**config.mk**
```make
export PLATFORM = sky130hd
export DESIGN_NAME = ps2_mouse_packet_cursor_tracker_unit
export DESIGN_NICKNAME = d
export VERILOG_FILES = /design/src/rtl/pmct_pkg.sv /design/src/rtl/ps2_mouse_packet_cursor_tracker_unit.sv
export SDC_FILE = /design/constraint.sdc
export NUM_CORES = 1
export LEC_CHECK = 0
export BUFFER_PORTS_ARGS = -buffer_cell sky130_fd_sc_hd__buf_2
export CAP_MARGIN = 5
export CORE_ASPECT_RATIO = 0.9
export CORE_MARGIN = 2
export CORE_UTILIZATION = 45
export DETAILED_ROUTE_END_ITERATION = 8
export PLACE_DENSITY = 0.68
export SYNTH_ARGS = -nofsm -noshare
export SYNTH_HDL_FRONTEND = slang
export SYNTH_SLANG_ARGS = --single-unit
```
**constraint.sdc**
```tcl
create_clock -name clk -period 5 [get_ports clk]
set_input_delay 0 -clock clk [delete_from_list [all_inputs] [get_ports clk]]
set_output_delay 0 -clock clk [all_outputs]
set_load 0.02 [all_outputs]
```
**src/rtl/pmct_pkg.sv**
```systemverilog
package pmct_pkg;

    // Packet phase codes
    localparam logic [1:0] PHASE_FLAGS = 2'd0;
    localparam logic [1:0] PHASE_DX    = 2'd1;
    localparam logic [1:0] PHASE_DY    = 2'd2;

    // Configuration register indexes
    localparam logic [1:0] REG_MAX_COLUMN = 2'd0;
    localparam logic [1:0] REG_MAX_ROW    = 2'd1;

    // Reset values of the limits
    localparam logic [7:0] MAX_COLUMN_RESET = 8'd79;
    localparam logic [7:0] MAX_ROW_RESET    = 8'd24;

    // Flags byte layout
    localparam logic [7:0] ACK_BYTE        = 8'hFA;
    localparam int         BIT_ALWAYS_ONE  = 3;
    localparam int         BIT_X_SIGN      = 4;
    localparam int         BIT_Y_SIGN      = 5;
    localparam int         BIT_X_OVF       = 6;
    localparam int         BIT_Y_OVF       = 7;

    // Halve a 9-bit signed delta, truncating toward zero.
    function automatic logic signed [7:0] half_delta(input logic [7:0] b, input logic neg);
        logic signed [8:0] v;
        logic signed [8:0] r;
        begin
            v = $signed({neg, b});
            r = (v + $signed({8'd0, neg})) >>> 1;
            half_delta = r[7:0];
        end
    endfunction

    // Clamp to zero first, then to the maximum.
    function automatic logic [7:0] clamp_pos(input logic signed [9:0] v, input logic [7:0] hi);
        logic signed [9:0] t;
        begin
            t = (v <= 10'sd0) ? 10'sd0 : v;
            if (t >= $signed({2'b00, hi}))
            begin
                t = $signed({2'b00, hi});
            end
            clamp_pos = t[7:0];
        end
    endfunction

endpackage

```
**src/rtl/ps2_mouse_packet_cursor_tracker_unit.sv**
```systemverilog
// Channel   Direction  Payload
// s_axis    in         tdata[7:0]  = rx_byte
// m_axis    out        tdata[7:0]  = cursor_column, tdata[15:8] = cursor_row
// cfg       in         index 0 = max_column, index 1 = max_row
//
// Each accepted byte is handled in the cycle it is taken; one byte per cycle while s_tready is high.
// A packet's result appears in the output register the cycle after its dy beat.
// s_tready stays high while the output register is empty or being drained,
// so only a held result with m_tready low stalls the input.
// Reset clears the phase, the sign bits, the position and restores the limits.
module ps2_mouse_packet_cursor_tracker_unit
(
    input  logic        clk,
    input  logic        rst_n,
    input  logic        s_tvalid,
    output logic        s_tready,
    input  logic [7:0]  s_tdata,   // [7:0] rx_byte
    output logic        m_tvalid,
    input  logic        m_tready,
    output logic [15:0] m_tdata,   // [7:0] cursor_column, [15:8] cursor_row
    input  logic        cfg_we,
    input  logic [1:0]  cfg_index,
    input  logic [7:0]  cfg_data
);

    logic [1:0]  phase_reg, phase_next;
    logic [1:0]  sign_reg, sign_next;
    logic [7:0]  held_dx_reg, held_dx_next;
    logic [7:0]  column_reg, column_next;
    logic [7:0]  row_reg, row_next;
    logic [7:0]  max_column_reg;
    logic [7:0]  max_row_reg;
    logic        out_valid_reg, out_valid_next;
    logic [15:0] out_data_reg, out_data_next;
    logic        accept;
    logic        emit;
    logic signed [7:0] hx;
    logic signed [7:0] hy;
    logic flags_ok;

    assign s_tready = !out_valid_reg || m_tready;
    assign accept   = s_tvalid && s_tready;
    assign m_tvalid = out_valid_reg;
    assign m_tdata  = out_data_reg;

    assign hx = pmct_pkg::half_delta(held_dx_reg, sign_reg[0]);
    assign hy = pmct_pkg::half_delta(s_tdata, sign_reg[1]);

    // Every flags byte is consumed, but it starts a packet only when it passes all framing checks.
    assign flags_ok = (s_tdata != 8'd0) && (s_tdata != pmct_pkg::ACK_BYTE)
                   && s_tdata[pmct_pkg::BIT_ALWAYS_ONE]
                   && !s_tdata[pmct_pkg::BIT_X_OVF]
                   && !s_tdata[pmct_pkg::BIT_Y_OVF];

    // Packet phase machine and position update.
    always_comb
    begin
        phase_next   = phase_reg;
        sign_next    = sign_reg;
        held_dx_next = held_dx_reg;
        column_next  = column_reg;
        row_next     = row_reg;
        emit         = 1'b0;
        if (accept)
        begin
            unique case (phase_reg)
                pmct_pkg::PHASE_DX:
                begin
                    held_dx_next = s_tdata;
                    phase_next   = pmct_pkg::PHASE_DY;
                end
                pmct_pkg::PHASE_DY:
                begin
                    column_next = pmct_pkg::clamp_pos(
                        $signed({2'b00, column_reg}) + 10'(hx), max_column_reg);
                    row_next    = pmct_pkg::clamp_pos(
                        $signed({2'b00, row_reg}) - 10'(hy), max_row_reg);
                    phase_next  = pmct_pkg::PHASE_FLAGS;
                    emit        = 1'b1;
                end
                default:
                begin
                    // Idle phase; the unused code behaves the same way.
                    phase_next = pmct_pkg::PHASE_FLAGS;
                    if (flags_ok)
                    begin
                        sign_next  = {s_tdata[pmct_pkg::BIT_Y_SIGN],
                                      s_tdata[pmct_pkg::BIT_X_SIGN]};
                        phase_next = pmct_pkg::PHASE_DX;
                    end
                end
            endcase
        end
    end

    // Output register: loads a new result, or empties when the beat is taken.
    always_comb
    begin
        out_valid_next = out_valid_reg;
        out_data_next  = out_data_reg;
        if (emit)
        begin
            out_valid_next = 1'b1;
            out_data_next  = {row_next, column_next};
        end
        else if (m_tready)
        begin
            out_valid_next = 1'b0;
        end
    end

    // Control and position state.
    always_ff @(posedge clk or negedge rst_n)
    begin
        if (!rst_n)
        begin
            phase_reg      <= pmct_pkg::PHASE_FLAGS;
            sign_reg       <= 2'd0;
            held_dx_reg    <= 8'd0;
            column_reg     <= 8'd0;
            row_reg        <= 8'd0;
            out_valid_reg  <= 1'b0;
            max_column_reg <= pmct_pkg::MAX_COLUMN_RESET;
            max_row_reg    <= pmct_pkg::MAX_ROW_RESET;
        end
        else
        begin
            phase_reg     <= phase_next;
            sign_reg      <= sign_next;
            held_dx_reg   <= held_dx_next;
            column_reg    <= column_next;
            row_reg       <= row_next;
            out_valid_reg <= out_valid_next;
            if (cfg_we && (cfg_index == pmct_pkg::REG_MAX_COLUMN))
            begin
                max_column_reg <= cfg_data;
            end
            if (cfg_we && (cfg_index == pmct_pkg::REG_MAX_ROW))
            begin
                max_row_reg <= cfg_data;
            end
        end
    end

    // Result payload needs no reset.
    always_ff @(posedge clk)
    begin
        out_data_reg <= out_data_next;
    end

endmodule

```
==> parameters.txt, run 1 <==
Parameter                              Value

Clocking
  Root Buffer Master ... sky130_fd_sc_hd__clkbuf_8
  TritonCTS clock tree ... built
  Clock Latency Late Sink ... 0.34 ns
  Total number of clock tree sinks ... 61
  Clk slew on worst S/H paths ... 0.07 ns
  Number of buffers created by CTS ... 9
  Depth of the CTS H-tree ... 3
  Maximum root-to-sink buffer count ... 2

Placed design
  Placed instance area ... 0.00449 sq mm
  Placed cells ... 561
  Number of buffers inserted by port buffering ... 40
  HPWL after detailed placement ... 7.06 mm
  Final Wtd Congestion ... 0.851

Status
  Violations in the final reports ... setup timing
  Result of the run ... finished with violations

Setup path
  Data arrival time at the worst-slack endpoint ... 5.12 ns
  Cell family with the largest share of critical-path delay ... simple AND/OR/NAND/NOR gates
  Reg2Reg Launch Point ... sign_reg[1]
  Worst setup SP type ... register
  Highest net fanout along the worst path ... 6
  Critical setup path kind ... register to register
  Cells on worst reg2reg path ... 21
  Ordered list of cells on the worst path ... and2_4 > ha_4 > ha_4 > fa_2 > and2b_2 > o22ai_4 > mux2_4 > nor4_4 > a31oi_2 > nor3_4 > or2_1 > ha_1 > nand2b_4 > a21o_1 > a21oi_2 > o21ai_1 > o31a_1 > or4_4 > buf_6 > mux2i_2 > o21ai_1
  Capturing point of the worst reg2reg path ... m_tdata[13]
  Largest stage delay on the critical path ... 0.57 ns
  Capturing element type of the critical path ... register
  Total number of cells along the worst setup path ... 21
  Critical path required time ... 5.07 ns
  Slowest library cell on the worst path ... sky130_fd_sc_hd__or4_4
  Worst Path Buf+Inv ... 1
  R2R Setup Slk ... -0.05 ns

Timing
  Worst hold slack across all endpoints ... 0.00877 ns
  Transition time at the pin with the least slew margin ... 1.02 ns
  Setup Skew ... 0.0149 ns
  RSZ-0062 raised after global routing ... yes
  Final count of hold timing violations ... 0
  Worst path setup slack after routing ... -0.0499 ns
  Count of final max-slew check failures ... 0
  Final setup violation count ... 8
  Part of the cycle the worst path needs ... 101%
  Worst rel slew slack ... 32.1%
  Post-layout min period ... 5.05 ns
  Setup TNS ... -0.197 ns
  Timing-limited maximum frequency ... 0.198 GHz

Die
  Die boundary height ... 94.2 um
  Total die area ... 0.00981 sq mm
  Chip Width ... 104 um
  Core Rows ... 32
  Total I/O pin count ... 41
  Initial cell density of the core ... 46.8%
  CORE AREA ... 0.00869 sq mm

Global routing
  Number of global-route vias before repair ... 3,214
  Remaining Overflow, GRT ... 0
  First-pass GRT wire length ... 16.1 mm
  Initial antenna violation count ... 0
  Largest net degree at the start of global routing ... 46
  Overall fraction of global-route tracks in use ... 21.0%

Logic synthesis
  Post-Synthesis Cell Area ... 0.00407 sq mm
  Post-synthesis register bit count ... 61
  Share of Yosys cell area claimed by the top area cell type ... 23.4%
  Share of the yosys chip area belonging to registers ... 39.7%
  Post-synthesis cell type with the largest combined area ... sky130_fd_sc_hd__dfrtp_1
  Post-synth EDFFs ... 16
  Yosys synthesis warning count ... 0
  Net count after synthesis ... 459
  Cells after synthesis ... 394
  Number of different library cells in the post-synthesis netlist ... 67
  Avg Cell Area, Syn ... 10.3 sq um
  Synth top area cells ... sky130_fd_sc_hd__dfrtp_1, sky130_fd_sc_hd__ha_1, sky130_fd_sc_hd__edfxtp_1
  Main flop type after synthesis ... sky130_fd_sc_hd__dfrtp_1
  Share of synthesized registers carrying an async set or reset ... 73.8%

Final layout
  Most common library cell in the layout ignoring fill and taps ... sky130_fd_sc_hd__buf_2
  Non-Filler Cell Area, Final ... 0.00520 sq mm
  Fill count ... 725
  Final Net Count ... 542
  Number of flip-flops in the largest register ... 16
  Commonest cells after routing, fill and taps aside ... sky130_fd_sc_hd__buf_2, sky130_fd_sc_hd__dfrtp_1, sky130_fd_sc_hd__ha_1
  Area grow syn2layout ... 27.9%
  Share of final-layout standard cells stronger than drive strength 1 ... 33.6%
  Finished Layout Cells ... 601
  Diode count ... 0

Power
  Static power due to leakage ... 2.30 nW
  Power density of the placed cells ... 686 mW/mm^2
  Max IR drop VDD ... 0.358 mV

Drt
  Routed wire per std cell ... 16.6 um
  Post-route antenna net violation count ... 0
  1st-pass router iterations ... 4
  Post-DR vias/cell ... 5.37
  Final wirelength ... 9.96 mm
  Number of remaining DRC errors ... 0
  Number of vias in the routed layout ... 3,228
  Number of DRC violations after detailed-routing iteration 0 ... 135

Worst hold path
  Worst min path class ... input port to register
  Startpoint of the lowest-slack hold path ... s_tdata[7]
  Worst Hold Depth ... 2
  End point of the most critical hold path ... held_dx_reg[7]

Job
  Max_cap viols ... 0
## cell type report
cell class | instances | area, sq um | share of cell area [%]
clock buffer | 10 | 138 | 2.65
multi-input combinational | 297 | 2580 | 49.6
inverter | 29 | 109 | 2.09
tap | 119 | 149 | 2.86
timing repair buffer | 79 | 546 | 10.5
clock inverter | 6 | 62.6 | 1.20
sequential | 61 | 1620 | 31.1
## logic make-up (layout without fill, tap and decap cells)
family / count (synthesis) / count (layout) / share of synthesized area (%)
and+or+nand+nor: 119 / 119 / 16.5
adders and majority gates: 42 / 42 / 13.3
AOI/OAI and AO/OA: 83 / 83 / 13.5
xor gates and xnor gates: 26 / 26 / 5.97
muxes: 27 / 27 / 7.26
buffers and inverters: 36 / 124 / 3.82
DFF: 61 / 61 / 39.7
## per-stage QoR
step           setup slack [ns]  power, W  utilization, %
2_1_floorplan           0.00393   0.00221               -
3_3_place_gp            -0.0224   0.00264            51.7
3_5_place_dp             -0.108   0.00269            51.7
4_1_cts                 0.00549   0.00327            56.9
5_1_grt                  -0.265   0.00385            59.9
6_report                -0.0499   0.00357            59.9
## timing repair
action                                  CTS  global route
gates resized for setup                  14            42
pin swaps                                 2            24
hold buffers                             15             0
hold endpoints to repair                 63             0
endpoints found under the setup margin   11            30
buffers inserted                          3             6
## cells in the mapped netlist (3+ instances only)
cell type and count:
sky130_fd_sc_hd__nand4_1 3, sky130_fd_sc_hd__nand2b_1 6, sky130_fd_sc_hd__mux2i_1 7, sky130_fd_sc_hd__xnor2_1 9, sky130_fd_sc_hd__edfxtp_1 16, sky130_fd_sc_hd__or3_1 6
sky130_fd_sc_hd__o21ai_0 13, sky130_fd_sc_hd__a31oi_1 6, sky130_fd_sc_hd__ha_1 40, sky130_fd_sc_hd__a21oi_1 19, sky130_fd_sc_hd__mux2_2 19, sky130_fd_sc_hd__o21a_1 4
sky130_fd_sc_hd__a21o_1 6, sky130_fd_sc_hd__nor3b_1 4, sky130_fd_sc_hd__nand2_1 31, sky130_fd_sc_hd__dfrtp_1 38, sky130_fd_sc_hd__xor2_1 15, sky130_fd_sc_hd__o31ai_1 4
sky130_fd_sc_hd__and3_1 7, sky130_fd_sc_hd__nand3_1 9, sky130_fd_sc_hd__inv_1 27, sky130_fd_sc_hd__nor2_1 18, sky130_fd_sc_hd__dfstp_2 7, sky130_fd_sc_hd__and2_1 10
sky130_fd_sc_hd__o21ai_1 11, sky130_fd_sc_hd__nor2b_1 6, sky130_fd_sc_hd__clkbuf_1 3
## worst max path at each step
| stage | from | endpoint | slack [ns] |
|---|---|---|---|
| 6_report | sign_reg[1] | m_tdata[13] | -0.05 |
| 5_1_grt | sign_reg[1] | m_tdata[11] | -0.26 |
| 4_1_cts | sign_reg[1] | m_tdata[10] | 0.005 |
| 3_5_place_dp | sign_reg[1] | m_tdata[8] | -0.11 |
| 3_3_place_gp | sign_reg[1] | m_tdata[8] | -0.02 |
| 2_1_floorplan | sign_reg[1] | m_tdata[10] | 0.004 |
## routing by layer
layer / global-route usage, % / share of wire (%) / vias to the layer above
met1: 29.7 / 48 / 1544
li1: - / - / 1579
met5: 0 / 0 / -
met2: 32.8 / 45 / 89
met3: 4.02 / 4.9 / 16
met4: 6.31 / 1.6 / 0
## where the power goes
part,leakage (nW),switching (W),total (W),internal [W]
combinational,1.52,0.00123,0.00234,0.00110
clock,0.0943,0.000197,0.000439,0.000242
sequential,0.691,0.000122,0.000789,0.000667
total,2.30,0.00155,0.00357,0.00201
(Power assumes the default switching activity.)
==> run 2, diff against run 1 <==
- PLACE_DENSITY: 0.68 -> 0.66
==> run 2 against run 1 <==
The run still ends with setup timing left. Non-clock buffer count decreased by 1. Count of clock-buffer cells in the layout increased by 2. Via count increased by 1.1%. Critical path type unchanged. Critical endpoint is now m_tdata[14]. Highest routed layer unchanged.
==> parameters.txt, run 2 (same netlist as run 1, synthesis figures left out) <==
Parameter                              Value

Status
  Result of the run ... finished with violations
  Violations in the final reports ... setup timing

Placed design
  Placed instance area ... 0.00449 sq mm (unchanged)
  Final Wtd Congestion ... 0.848 (-0.33%)
  Placement-stage worst setup slack ... -0.119 ns (-0.0102 ns)
  Number of buffers inserted by port buffering ... 40 (unchanged)
  HPWL after detailed placement ... 7.06 mm (about the same)
  Placed cells ... 561 (unchanged)

Die
  Die boundary height ... 94.2 um (unchanged)
  Chip Width ... 104 um (unchanged)
  Total die area ... 0.00981 sq mm (unchanged)
  CORE AREA ... 0.00869 sq mm (unchanged)
  Core Rows ... 32 (unchanged)
  Total I/O pin count ... 41 (unchanged)
  Initial cell density of the core ... 46.8% (unchanged)

Drt
  Post-route antenna net violation count ... 0 (unchanged)
  Number of DRC violations after detailed-routing iteration 0 ... 127 (-5.9%)
  Post-DR vias/cell ... 5.44 (+1.3%)
  Number of vias in the routed layout ... 3,263 (+1.1%)
  Final wirelength ... 10.1 mm (+1.5%)
  Routed wire per std cell ... 16.9 um (+1.7%)
  1st-pass router iterations ... 5 (+1)
  Number of remaining DRC errors ... 0 (unchanged)

Clocking
  Root Buffer Master ... sky130_fd_sc_hd__clkbuf_8
  Clock Latency Late Sink ... 0.34 ns (about the same)
  Depth of the CTS H-tree ... 3 (unchanged)
  Number of buffers created by CTS ... 9 (unchanged)
  Maximum root-to-sink buffer count ... 2 (unchanged)
  TritonCTS clock tree ... built
  Clk slew on worst S/H paths ... 0.07 ns (about the same)
  Total number of clock tree sinks ... 61 (unchanged)

Setup path
  Highest net fanout along the worst path ... 6 (unchanged)
  Capturing point of the worst reg2reg path ... m_tdata[14]
  Reg2Reg Launch Point ... sign_reg[1]
  Data arrival time at the worst-slack endpoint ... 5.17 ns (+0.05 ns)
  Critical setup path kind ... register to register
  Critical path required time ... 5.07 ns (about the same)
  Worst setup SP type ... register
  Cells on worst reg2reg path ... 21 (unchanged)
  R2R Setup Slk ... -0.1 ns (-0.05 ns)
  Capturing element type of the critical path ... register

Global routing
  Largest net degree at the start of global routing ... 46 (unchanged)
  Initial antenna violation count ... 0 (unchanged)
  First-pass GRT wire length ... 16.1 mm (unchanged)
  Number of global-route vias before repair ... 3,197 (-0.53%)
  Remaining Overflow, GRT ... 0 (unchanged)
  Overall fraction of global-route tracks in use ... 21.4% (+0.32 points)

Power
  Switching share of power ... 43.5% (about the same)
  Power density of the placed cells ... 695 mW/mm^2 (+1.3%)
  Static power due to leakage ... 2.32 nW (+0.78%)
  Max IR drop VDD ... 0.362 mV (+1.1%)
  Portion of total power attributed to the clock network ... 12.2% (about the same)
  Part of the total power dissipated in sequential elements ... 21.6% (-0.5 points)
  Switching pwr ... 0.00158 W (+2.1%)
  Share of total power in combinational logic ... 66.1% (+0.5 points)
  Total internal power ... 0.00206 W (+2.2%)

Timing
  Worst hold slack across all endpoints ... 0.0181 ns (+0.00936 ns)
  Setup Skew ... 0.0192 ns (+0.00429 ns)
  Final setup violation count ... 10 (+2)
  Timing-limited maximum frequency ... 0.196 GHz (-0.96%)
  Final count of hold timing violations ... 0 (unchanged)
  Post-layout min period ... 5.10 ns (+0.0492 ns)
  Worst rel slew slack ... 30.0% (-2.0 points)
  Count of final max-slew check failures ... 0 (unchanged)
  RSZ-0062 raised after global routing ... yes
  Transition time at the pin with the least slew margin ... 1.05 ns (+0.0306 ns)
  Worst path setup slack after routing ... -0.0991 ns (-0.0492 ns)
  Setup TNS ... -0.634 ns (-0.437 ns)
  Part of the cycle the worst path needs ... 102% (+0.98 points)

Worst hold path
  End point of the most critical hold path ... held_dx_reg[3]
  Worst min path class ... input port to register
  Worst Hold Depth ... 2 (unchanged)
  Startpoint of the lowest-slack hold path ... s_tdata[3]

Final layout
  Share of final-layout standard cells stronger than drive strength 1 ... 34.3% (+0.69 points)
  Non-Filler Cell Area, Final ... 0.00524 sq mm (+0.82%)
  Finished Layout Cells ... 600 (-0.17%)
  Area grow syn2layout ... 28.9%
  Fill count ... 733 (+1.1%)
  Multi-input gate area ... 0.00263 sq mm (+1.7%)
  Most common library cell in the layout ignoring fill and taps ... sky130_fd_sc_hd__buf_2
  Number of flip-flops in the largest register ... 16 (unchanged)
  Register cell area after layout ... 0.00162 sq mm (unchanged)
  Final Net Count ... 541 (-0.18%)
  Commonest cells after routing, fill and taps aside ... sky130_fd_sc_hd__buf_2, sky130_fd_sc_hd__dfrtp_1, sky130_fd_sc_hd__ha_1
  Diode count ... 0 (unchanged)

Job
  Max_cap viols ... 0 (unchanged)
run 2: changes by cell type in the layout (fill, tap and decap cells not counted), sizes merged:
cell,delta
clkinvlp,-2
clkbuf,+2
buf,-2
dlygate4sd3,+1
run 2: final cells by class:
type                            count  area share (%)
Clock buffer                       12            2.77
Multi-Input combinational cell    297            50.1
Sequential cell                    61            30.8
Tap cell                          119            2.84
Clock inverter                      4           0.907
Timing Repair Buffer               78            10.5
Inverter                           29            2.08
run 2: worst max-delay path: stages (launching register included):
cell and delay (ns):
sky130_fd_sc_hd__dfrtp_1 0.40, sky130_fd_sc_hd__and2_4 0.15, sky130_fd_sc_hd__ha_4 0.25, sky130_fd_sc_hd__ha_2 0.19
sky130_fd_sc_hd__fa_2 0.22, sky130_fd_sc_hd__and2b_1 0.21, sky130_fd_sc_hd__o2111a_1 0.25, sky130_fd_sc_hd__a311o_1 0.37
sky130_fd_sc_hd__nor4_4 0.28, sky130_fd_sc_hd__a21oi_2 0.12, sky130_fd_sc_hd__nor3_4 0.22, sky130_fd_sc_hd__buf_6 0.14
sky130_fd_sc_hd__nor2_1 0.04, sky130_fd_sc_hd__ha_1 0.28, sky130_fd_sc_hd__a21o_1 0.20, sky130_fd_sc_hd__a21oi_2 0.13
sky130_fd_sc_hd__o21ai_1 0.07, sky130_fd_sc_hd__o31a_1 0.30, sky130_fd_sc_hd__or4_4 0.58, sky130_fd_sc_hd__buf_8 0.17
sky130_fd_sc_hd__mux2i_4 0.17, sky130_fd_sc_hd__o21ai_2 0.09
run 2: layer usage:
metal	vias up	share of wire, %	global-route usage (%)
li1	1577	-	-
met4	0	1.3	7.55
met1	1604	49	29.6
met3	10	2.9	4.09
met2	72	47	33.6
met5	-	0	0
run 2: power groups by stage:
stage | Sequential (W) | Clock (W) | Combinational (W)
CTS | 0.000778 | 0.000450 | 0.00204
global placement | 0.000781 | 0 | 0.00186
global route | 0.000806 | 0.000477 | 0.00264
finish | 0.000788 | 0.000445 | 0.00241
floorplan | 0.000753 | 0 | 0.00146
detailed placement | 0.000784 | 0 | 0.00190
run 2: worst max path at each step:
stage                 from          end  slack, ns  cells after the start
2_1_floorplan  sign_reg[1]  m_tdata[10]      0.004                     22
3_3_place_gp   sign_reg[1]   m_tdata[8]      -0.01                     22
3_5_place_dp   sign_reg[1]  m_tdata[14]      -0.12                     23
4_1_cts        sign_reg[1]  m_tdata[14]      -0.01                     21
5_1_grt        sign_reg[1]  m_tdata[13]      -0.30                     23
6_report       sign_reg[1]  m_tdata[14]       -0.1                     21
run 2: through the flow:
| stage | power [W] | utilization [%] |
|---|---|---|
| after global placement | 0.00264 | 51.7 |
| after floorplan | 0.00221 | - |
| after CTS | 0.00327 | 56.9 |
| after detailed placement | 0.00268 | 51.7 |
| final | 0.00364 | 60.3 |
| after global routing | 0.00392 | 60.3 |
run 2: what timing repair did:
action / in CTS / in global routing
setup buffers: 3 / 4
cloned: 0 / 0
hold buffers: 16 / 0
pin swaps: 1 / 23
setup endpoints to repair: 11 / 32
resized for setup: 15 / 51
hold endpoints to repair: 64 / 0
==> run 3, diff against run 2 <==
- ABC_AREA: not set -> 1
- CTS_CLUSTER_SIZE: not set -> 30
==> run 3 against run 2 <==
The run now ends clean. Power fell by 12%. Clock skew fell by 0.0098 ns. Non-clock buffer count fell by 23. Clock power fell by 15%. Sequential power fell by 1%. Highest routed layer unchanged.
==> parameters.txt, run 3 <==
Parameter                              Value

Timing
  Setup TNS ... 0 ns (+0.634 ns)
  RSZ-0062 raised after global routing ... no
  Transition time at the pin with the least slew margin ... 1.03 ns (-0.0203 ns)
  Worst rel slew slack ... 31.4% (+1.4 points)
  Part of the cycle the worst path needs ... 84.4% (-18 points)
  Post-layout min period ... 4.22 ns (-0.880 ns)
  Setup Skew ... 0.00940 ns (-0.00976 ns)
  Count of final max-slew check failures ... 0 (unchanged)
  Timing-limited maximum frequency ... 0.237 GHz (+21%)
  Final setup violation count ... 0 (-10)
  Worst path setup slack after routing ... 0.780 ns (+0.880 ns)
  Final count of hold timing violations ... 0 (unchanged)

Setup path
  Critical path required time ... 5.08 ns (about the same)
  Capturing point of the worst reg2reg path ... m_tdata[9]
  Critical setup path kind ... register to register
  Data arrival time at the worst-slack endpoint ... 4.30 ns (-0.87 ns)
  Capturing element type of the critical path ... register
  Reg2Reg Launch Point ... sign_reg[1]
  Cells on worst reg2reg path ... 26 (+24%)
  R2R Setup Slk ... 0.78 ns (+0.88 ns)
  Worst setup SP type ... register
  Highest net fanout along the worst path ... 9 (+3)

Placed design
  Placed instance area ... 0.00481 sq mm (+7.2%)
  Placed cells ... 773 (+38%)
  HPWL after detailed placement ... 7.94 mm (+12%)
  Final Wtd Congestion ... 0.904 (+6.6%)
  Placement-stage worst setup slack ... 0.890 ns (+1.01 ns)
  Number of buffers inserted by port buffering ... 40 (unchanged)

Global routing
  Remaining Overflow, GRT ... 0 (unchanged)
  Initial antenna violation count ... 0 (unchanged)
  Number of global-route vias before repair ... 3,800 (+19%)
  First-pass GRT wire length ... 17.4 mm (+8.0%)
  Overall fraction of global-route tracks in use ... 20.5% (-0.89 points)
  Largest net degree at the start of global routing ... 46 (unchanged)

Worst hold path
  Worst Hold Depth ... 4 (+2)
  Startpoint of the lowest-slack hold path ... m_tready
  End point of the most critical hold path ... m_tvalid
  Worst min path class ... input port to register

Final layout
  Number of flip-flops in the largest register ... 16 (unchanged)
  Area grow syn2layout ... 14.3%
  Share of final-layout standard cells stronger than drive strength 1 ... 15.4% (-19 points)
  Commonest cells after routing, fill and taps aside ... sky130_fd_sc_hd__nand2_1, sky130_fd_sc_hd__inv_1, sky130_fd_sc_hd__nand3_1
  Most common library cell in the layout ignoring fill and taps ... sky130_fd_sc_hd__nand2_1
  Final core occ ... 53.0% (-7.3 points)
  Finished Layout Cells ... 803 (+34%)
  Diode count ... 0 (unchanged)
  Final Net Count ... 737 (+36%)
  Non-Filler Cell Area, Final ... 0.00512 sq mm (-2.4%)

Power
  Max IR drop VDD ... 0.288 mV (-20%)
  Static power due to leakage ... 2.84 nW (+23%)
  Power density of the placed cells ... 624 mW/mm^2 (-10%)

Logic synthesis
  Post-Synthesis Cell Area ... 0.00448 sq mm (+10%)
  Number of different library cells in the post-synthesis netlist ... 34 (-49%)
  Combinational family with the most area after synthesis ... simple AND/OR/NAND/NOR gates
  Cells after synthesis ... 612 (+55%)
  Share of synthesized registers carrying an async set or reset ... 73.8% (unchanged)
  Post-synth EDFFs ... 16 (unchanged)
  Net count after synthesis ... 677 (+47%)
  Avg Cell Area, Syn ... 7.32 sq um (-29%)
  Area share of fa/ha/maj cells after synthesis ... 12.1% (-1.2 points)
  Synth top area cells ... sky130_fd_sc_hd__dfrtp_1, sky130_fd_sc_hd__nand2_1, sky130_fd_sc_hd__ha_1
  Simple-gate share of the synthesized area ... 31.5% (+15 points)
  Post-synthesis register bit count ... 61 (unchanged)
  Share of Yosys cell area claimed by the top area cell type ... 21.2% (-2.2 points)
  Most common cell in the netlist ... sky130_fd_sc_hd__nand2_1
  Post-synthesis cell type with the largest combined area ... sky130_fd_sc_hd__dfrtp_1
  Xor-xnor portion of the synthesized cell area ... 2.74% (-3.2 points)
  Mux contribution to synthesized area ... 0.251% (-7.0 points)
  Synthesized-area fraction occupied by ao, oa, aoi and oai cells ... 6.84% (-6.6 points)
  Main flop type after synthesis ... sky130_fd_sc_hd__dfrtp_1
  Ranking of synthesized cells by instance count ... sky130_fd_sc_hd__nand2_1, sky130_fd_sc_hd__inv_1, sky130_fd_sc_hd__nand3_1
  Yosys synthesis warning count ... 0 (unchanged)
  Share of the yosys chip area belonging to registers ... 36.1% (-3.7 points)

Clocking
  Total number of clock tree sinks ... 61 (unchanged)
  Depth of the CTS H-tree ... 3 (unchanged)
  Maximum root-to-sink buffer count ... 2 (unchanged)
  Number of buffers created by CTS ... 9 (unchanged)
  Post-CTS Repair Setup Buffers ... 0 (-3)
  Clk slew on worst S/H paths ... 0.07 ns (about the same)
  Cells resized by post-CTS repair ... 0 (-15)
  TritonCTS clock tree ... built
  Cts-stage hold buffer count ... 14 (-2)
  Clock Latency Late Sink ... 0.34 ns (about the same)
  Root Buffer Master ... sky130_fd_sc_hd__clkbuf_8

Die
  Die boundary height ... 98.7 um (+4.7%)
  Initial cell density of the core ... 46.4% (-0.42 points)
  Chip Width ... 109 um (+4.8%)
  Total die area ... 0.0108 sq mm (+9.7%)
  Core Rows ... 34 (+6.3%)
  Total I/O pin count ... 41 (unchanged)
  CORE AREA ... 0.00966 sq mm (+11%)

Drt
  Post-route antenna net violation count ... 0 (unchanged)
  Number of vias in the routed layout ... 3,891 (+19%)
  Final wirelength ... 10.2 mm (+1.0%)
  Number of remaining DRC errors ... 0 (unchanged)
  1st-pass router iterations ... 4 (-1)
  Routed wire per std cell ... 12.7 um (-25%)
  Post-DR vias/cell ... 4.85 (-11%)
  Number of DRC violations after detailed-routing iteration 0 ... 146 (+15%)

Status
  Result of the run ... completed

Job
  Max_cap viols ... 0 (unchanged)
## run 3: cell families after synthesis
logic type	after synthesis
buffers and inverters	122
AO/OA/AOI/OAI	58
XOR/XNOR	14
adder cells (fa/ha/maj)	42
multiplexers	1
flip-flops	61
AND/OR/NAND/NOR	314
## run 3: area by class of cell
class                      count  area, sq um
inverter                     116          440
clock inverter                 7         40.0
tap                          126          158
timing repair buffer          55          348
sequential                    61         1620
clock buffer                   9          124
fill                         952         4540
multi-input combinational    429         2390
## run 3: how the worst max path moves through the flow
stage / to / from / cells after the start
3_5_place_dp: m_tdata[9] / sign_reg[1] / 26
5_1_grt: m_tdata[3] / sign_reg[0] / 29
3_3_place_gp: m_tdata[8] / sign_reg[1] / 26
6_report: m_tdata[9] / sign_reg[1] / 26
2_1_floorplan: m_tdata[11] / sign_reg[1] / 27
4_1_cts: m_tdata[9] / sign_reg[1] / 26
## run 3: through the flow
stage	hold WS, ns	total power [W]
2_1_floorplan	-0.296	0.00238
3_3_place_gp	0.225	0.00274
3_5_place_dp	0.250	0.00279
4_1_cts	0.0140	0.00319
5_1_grt	0.0404	0.00357
6_report	0.0112	0.00319
## run 3: layer usage
metal  wire length (um)  global-route usage (%)  up-vias
met5                  0                       0        -
met3                480                    3.90       17
met4                167                    5.42        0
li1                   -                       -     2033
met2               4600                    32.2       84
met1               4960                    28.9     1757
## run 3: power by group
group	internal (W)	switching, W	total, W
clock	0.000176	0.000201	0.000377
sequential	0.000664	0.000112	0.000777
combinational	0.000733	0.00131	0.00204
## run 3: worst max-delay path: stages, from the launching register on
cell	delay (ns)
sky130_fd_sc_hd__dfrtp_1	0.38
sky130_fd_sc_hd__nand2_1	0.08
sky130_fd_sc_hd__nor3_1	0.26
sky130_fd_sc_hd__nand2_1	0.13
sky130_fd_sc_hd__nor3_1	0.19
sky130_fd_sc_hd__xor2_1	0.21
sky130_fd_sc_hd__ha_1	0.32
sky130_fd_sc_hd__nand2_2	0.15
sky130_fd_sc_hd__inv_1	0.05
sky130_fd_sc_hd__a21oi_1	0.18
sky130_fd_sc_hd__nand2_1	0.07
sky130_fd_sc_hd__nand2_1	0.05
sky130_fd_sc_hd__nand2_1	0.07
sky130_fd_sc_hd__nor2_1	0.11
sky130_fd_sc_hd__nand3_2	0.16
sky130_fd_sc_hd__nand3_2	0.11
sky130_fd_sc_hd__inv_1	0.05
sky130_fd_sc_hd__ha_1	0.30
sky130_fd_sc_hd__a21oi_1	0.15
sky130_fd_sc_hd__o21a_1	0.13
sky130_fd_sc_hd__o21ai_0	0.07
sky130_fd_sc_hd__a21oi_1	0.23
sky130_fd_sc_hd__nand2_2	0.20
sky130_fd_sc_hd__inv_4	0.13
sky130_fd_sc_hd__nand2_1	0.07
sky130_fd_sc_hd__nand2_1	0.07
sky130_fd_sc_hd__nand2_1	0.08
